==> src/rtl/gxy_pkg.sv <==
// Shared types and constants for the galvo XY to DAC code converter.
// Used by every module in rtl/; depends on nothing.
package gxy_pkg;

  localparam int DAC_BITS   = 12;
  localparam int FRAC_BITS  = 14;
  localparam int LEN_W      = 24;
  localparam int LIM_W      = 15;
  localparam int ROOT_W     = 25;
  localparam int SQ_W       = 49;
  localparam int DEN_W      = 26;
  localparam int CFG_IDX_W  = 3;
  localparam int CFG_DATA_W = 24;

  localparam logic [CFG_IDX_W-1:0] REG_PLANE_DIST = 3'd0;
  localparam logic [CFG_IDX_W-1:0] REG_MIRROR_SP  = 3'd1;
  localparam logic [CFG_IDX_W-1:0] REG_ALPHA_MAX  = 3'd2;
  localparam logic [CFG_IDX_W-1:0] REG_BETA_MAX   = 3'd3;

  localparam logic [LEN_W-1:0] PLANE_DIST_RST = 24'd200000;
  localparam logic [LEN_W-1:0] MIRROR_SP_RST  = 24'd10000;
  localparam logic [LIM_W-1:0] ALPHA_MAX_RST  = 15'd5734;
  localparam logic [LIM_W-1:0] BETA_MAX_RST   = 15'd5734;

  typedef struct packed {
    logic signed [LEN_W-1:0] x_pos;
    logic signed [LEN_W-1:0] y_pos;
  } in_t;

  typedef struct packed {
    logic [DAC_BITS-1:0] alpha_code;
    logic [DAC_BITS-1:0] beta_code;
    logic                clipped;
  } out_t;

  // Item data carried alongside the square-root pipeline
  typedef struct packed {
    logic signed [LEN_W-1:0] x;
    logic signed [LEN_W-1:0] y;
    logic [LEN_W-1:0]        plane_d;
    logic [LEN_W-1:0]        spacing;
    logic [LIM_W-1:0]        amax;
    logic [LIM_W-1:0]        bmax;
  } side_t;

  // One arctangent-to-code job
  typedef struct packed {
    logic             neg;
    logic [LEN_W-1:0] mag;
    logic [DEN_W-1:0] den;
    logic [LIM_W-1:0] lim;
  } at_in_t;

  typedef struct packed {
    logic [DAC_BITS-1:0] code;
    logic                clip;
  } at_out_t;

  // Pipeline handshake between top level and its units
  typedef struct packed {
    logic en;
    logic vld;
  } pipe_ctl_t;

endpackage

==> src/rtl/gxy_isqrt.sv <==
// Pipelined floor integer square root, one root bit per stage, with side data.
// Depends on gxy_pkg.
module gxy_isqrt (
  input  logic                         clk,
  input  logic                         rst_n,
  input  gxy_pkg::pipe_ctl_t           ctl,
  input  logic [gxy_pkg::SQ_W-1:0]     n_in,
  input  gxy_pkg::side_t               side_in,
  output logic                         vld_out,
  output logic [gxy_pkg::ROOT_W-1:0]   root_out,
  output gxy_pkg::side_t               side_out
);

  localparam int NS   = gxy_pkg::ROOT_W;
  localparam int PADW = 2 * NS;
  localparam int REMW = gxy_pkg::ROOT_W + 2;

  logic [PADW-1:0]             nsh_r  [0:NS];
  logic [REMW-1:0]             rem_r  [0:NS];
  logic [gxy_pkg::ROOT_W-1:0]  root_r [0:NS];
  gxy_pkg::side_t              side_r [0:NS];
  logic                        v_r    [0:NS];

  always_comb begin
    nsh_r[0]  = {{(PADW-gxy_pkg::SQ_W){1'b0}}, n_in};
    rem_r[0]  = '0;
    root_r[0] = '0;
    side_r[0] = side_in;
    v_r[0]    = ctl.vld;
  end

  for (genvar i = 0; i < NS; i++) begin : g_stage
    logic [REMW+1:0] remw;
    logic [REMW+1:0] trial;
    logic            ge;

    always_comb begin
      remw  = {rem_r[i], nsh_r[i][PADW-1:PADW-2]};
      trial = {2'b00, root_r[i], 2'b01};
      ge    = remw >= trial;
    end

    always_ff @(posedge clk) begin
      if (!rst_n) begin
        v_r[i+1] <= 1'b0;
      end else if (ctl.en) begin
        v_r[i+1] <= v_r[i];
      end
    end

    always_ff @(posedge clk) begin
      if (ctl.en) begin
        nsh_r[i+1]  <= {nsh_r[i][PADW-3:0], 2'b00};
        rem_r[i+1]  <= ge ? REMW'(remw - trial) : REMW'(remw);
        root_r[i+1] <= {root_r[i][gxy_pkg::ROOT_W-2:0], ge};
        side_r[i+1] <= side_r[i];
      end
    end
  end

  assign vld_out  = v_r[NS];
  assign root_out = root_r[NS];
  assign side_out = side_r[NS];

endmodule

==> config.mk <==
export PLATFORM = sky130hd
export DESIGN_NAME = gxy_isqrt
export DESIGN_NICKNAME = d
export VERILOG_FILES = /design/src/rtl/gxy_pkg.sv /design/src/rtl/gxy_isqrt.sv
export SDC_FILE = /design/constraint.sdc
export NUM_CORES = 2
export LEC_CHECK = 0
export BUFFER_PORTS_ARGS = -buffer_cell sky130_fd_sc_hd__clkbuf_2
export CAP_MARGIN = 10
export CORE_ASPECT_RATIO = 0.7
export CORE_MARGIN = 5
export CORE_UTILIZATION = 50
export DETAILED_ROUTE_END_ITERATION = 7
export HOLD_SLACK_MARGIN = 0.03
export PLACE_DENSITY = 0.77
export SLEW_MARGIN = 25
export SYNTH_ARGS = -nofsm -noshare
export SYNTH_HDL_FRONTEND = slang
export SYNTH_SLANG_ARGS = --single-unit
==> constraint.sdc <==
create_clock -name clk -period 4.1 [get_ports clk]
set_input_delay 0.82 -clock clk [delete_from_list [all_inputs] [get_ports clk]]
set_output_delay 0.82 -clock clk [all_outputs]
set_load 0.02 [all_outputs]
==> summary.txt <==
post-layout minimum cycle time: 3.659 ns
Fmax: 0.2733 GHz
worst slew pin tran: 0.9548 ns
post-CTS sizing: 0
Yosys cell types: 88
met2 GRT Util: 25.96%
M1 GR Usage: 22.76%
R2R Setup Slk: 0.44 ns
Clock Tree Buf Depth: 4
Clock power frac: 36.4%
worst r2r dst: g_stage[10].remw[28]
Mapped Cells: 8886
max_cap viols: 0
Via Count: 74990
Routed Antenna Nets: 0
Setup TNS: 0 ns
largest net degree at the start of global routing: 161
proportion of power drawn by flip-flops and latches: 55.6%
Post-Syn Area per Cell: 18.89 um2
Worst Path Max Fanout: 9
Initial Utilization: 50.08%
Slew Limit Headroom: 35.76%
Area growth, synth to finish: 13.54%
Core Area: 0.3352 mm2
DP HPWL: 164400 um
#FFs+latches synth: 4706
post-route setup slack: 0.4413 ns
CTS root buf: clkbuf_16
nets: 10210
Hold Path Cell Cnt: 1
total gr overflow: 0
Pint: 82.29 mW
power share of the combinational group: 8.1%
Final GP Congestion: 0.8942
clock sinks: 4706
RSZ-0062 raised after global routing: false
Final period util: 89.24%
leakage dissipation: 67.98 nW
synth cell count leaders: edfxtp_1 (4681), inv_1 (440), nand2_1 (373)
wire per inst: 19.22 um
switch share: 22.63%
Pre-Repair DR Iteration Count: 6
Net Count, Synth: 9415
main flop type after synthesis: edfxtp_1
DRC Markers: 0
Place WS: 0.5095 ns
mapped cell area: 0.1679 mm2
I/O pin cnt: 331
Filler cells: 24210
Setup Viol. Count Final: 0
first-pass GRT wire length: 440900 um
Final Hold Viols: 0
Port-buffer cells: 330
share of cells above drive strength 1: 11.83%
Skew-Pair Late Insertion Delay: 0.95 ns
worst endpoint required time: 4.71 ns
DIE HEIGHT: 494.8 um
CTS clk-pin slew, worst paths: 0.06 ns
Worst R2R Path Depth: 9
Power, Total: 106.4 mW
synth warn: 0
critical path arrival: 4.27 ns
H-tree depth: 5
min-delay src: side_in[75]
# rows: 178
Die Area: 0.3476 mm2
initial drt markers: 6519
CP startpoint kind: flop
WL final: 279100 um
Synth area leaders: edfxtp_1 (84%), ha_1 (2.6%), xor2_1 (1.4%)
GR peak layer: met2
status: finished clean
sequential area share after synthesis: 84.03%
hold slack: 0.1128 ns
antenna violations before repair: 5
Synth area leader: edfxtp_1
Net Sw Power: 24.07 mW
CTS tree: built
Die Span X: 702.6 um
most frequent cell after synthesis: edfxtp_1
WHS Endpoint: side_r[3099]
GR Layer Usage met3: 2.395%
CP Capture Type: flop
Slew Limit Fails: 0
asr flop ratio synth: 0%
vias in the first global route: 76290
Post-synth EDFFs: 4681
Tightest Hold Check Type: in -> reg
Power per Cell Area: 558.0 mW/mm2
worst vdd ir: 470.5 uV
Vias/cell: 5.163
Synth top area share: 83.73%
path type of the worst setup path: reg -> reg
Num CTS Buffers: 416
worst reg2reg path startpoint: g_stage[9].trial[2]
Clock Skew: 0.1132 ns
total track usage: 15.93%
==> routing by layer <==
| metal | up-vias | wire [um] |
|---|---|---|
| met5 | - | 0 |
| met4 | 0 | 6805 |
| met3 | 471 | 12770 |
| met2 | 1895 | 135200 |
| met1 | 37000 | 124400 |
| li1 | 35620 | - |
==> how the worst max path moves through the flow <==
stage / slack [ns] / startpoint / cells after the start / end
after floorplan: 1.03 / g_stage[8].remw[10] / 9 / g_stage[9].remw[19]
after global routing: 0.29 / g_stage[3].remw[10] / 8 / g_stage[4].remw[20]
final: 0.44 / g_stage[9].trial[2] / 9 / g_stage[10].remw[28]
after global placement: 0.61 / g_stage[3].remw[10] / 8 / g_stage[4].remw[22]
after detailed placement: 0.51 / g_stage[3].remw[10] / 8 / g_stage[4].remw[20]
after CTS: 0.51 / g_stage[3].remw[10] / 8 / g_stage[4].remw[20]
==> per-stage QoR <==
| step | cell area (um2) | std cells | utilization, % |
|---|---|---|---|
| 4_1_cts | 190600 | 14520 | 56.86 |
| 2_1_floorplan | 167900 | 8886 | - |
| 6_report | 190600 | 14520 | 56.87 |
| 5_1_grt | 190600 | 14520 | 56.87 |
| 3_5_place_dp | 175900 | 13640 | 52.47 |
| 3_3_place_gp | 175900 | 13640 | 52.47 |
==> state kept, by name, indices dropped and copies added, names as in the netlist <==
register,flops
g_stage.remw,654
g_stage.trial,300
nsh_r,552
root_out,25
side_out,126
side_r,3024
v_r,24
vld_out,1
==> final cells by class <==
cell class | instances | area (um2) | area share, %
clock inverter | 253 | 2497 | 1.310
tap | 4500 | 5630 | 2.954
clock buffer | 502 | 10930 | 5.735
antenna | 3 | 7.507 | 0.003939
timing repair buffer | 629 | 5057 | 2.653
sequential | 4706 | 141100 | 74.01
multi-input combinational | 3489 | 23760 | 12.47
inverter | 441 | 1655 | 0.8685
==> worst max-delay path, cell delays in order, from the launching register on <==
cell and delay (ns):
edfxtp_1 0.44, inv_1 0.07, ha_1 0.34, nand4_1 0.33, or3_1 0.44, o311a_1 0.40, o211a_1 0.23, nor4_2 0.76
nand3_1 0.19, xnor2_1 0.18
==> power groups by stage <==
stage	Combinational, mW	Sequential, mW	Clock [mW]
2_1_floorplan	5.62	59.3	0
3_5_place_dp	8.42	60.1	0
4_1_cts	8.58	59.2	39.9
3_3_place_gp	8.26	59.9	0
6_report	8.57	59.1	38.7
5_1_grt	9.52	59.5	42.0
==> cells by family (layout without fill, tap and decap cells) <==
group	count (synthesis)	in the layout	synth area share, %
other	1	4	0.002234
DFF	4706	4706	84.03
adders and majority gates	350	350	2.609
xor gates and xnor gates	482	482	2.515
muxes	74	74	0.4725
and+or+nand+nor	1491	1491	4.452
buffers and inverters	691	1825	1.839
AOI/OAI and AO/OA	1091	1091	4.081
==> repair_timing <==
action | 4_1_cts | 5_1_grt
hold buffers | 128 | 0
setup buffers | 0 | 0
hold endpoints to repair | 128 | 0
==> placed cells by master, fill, tap and decap left out, drive strengths merged, types with 97 or more instances in the layout <==
| cell type | Yosys | layout |
|---|---|---|
| nand2 | 373 | 373 |
| clkbuf | 110 | 831 |
| inv | 440 | 452 |
| ha | 350 | 350 |
| a21oi | 311 | 311 |
| nor2 | 345 | 345 |
| nor3 | 143 | 143 |
| nand3 | 97 | 97 |
| clkinv | 1 | 183 |
| o21ai | 280 | 280 |
| dlygate4sd3 | 0 | 128 |
| buf | 140 | 172 |
| edfxtp | 4681 | 4681 |
| xor2 | 259 | 259 |
| a21o | 120 | 120 |
| xnor2 | 223 | 223 |
Power figures use the tool's default switching activity.
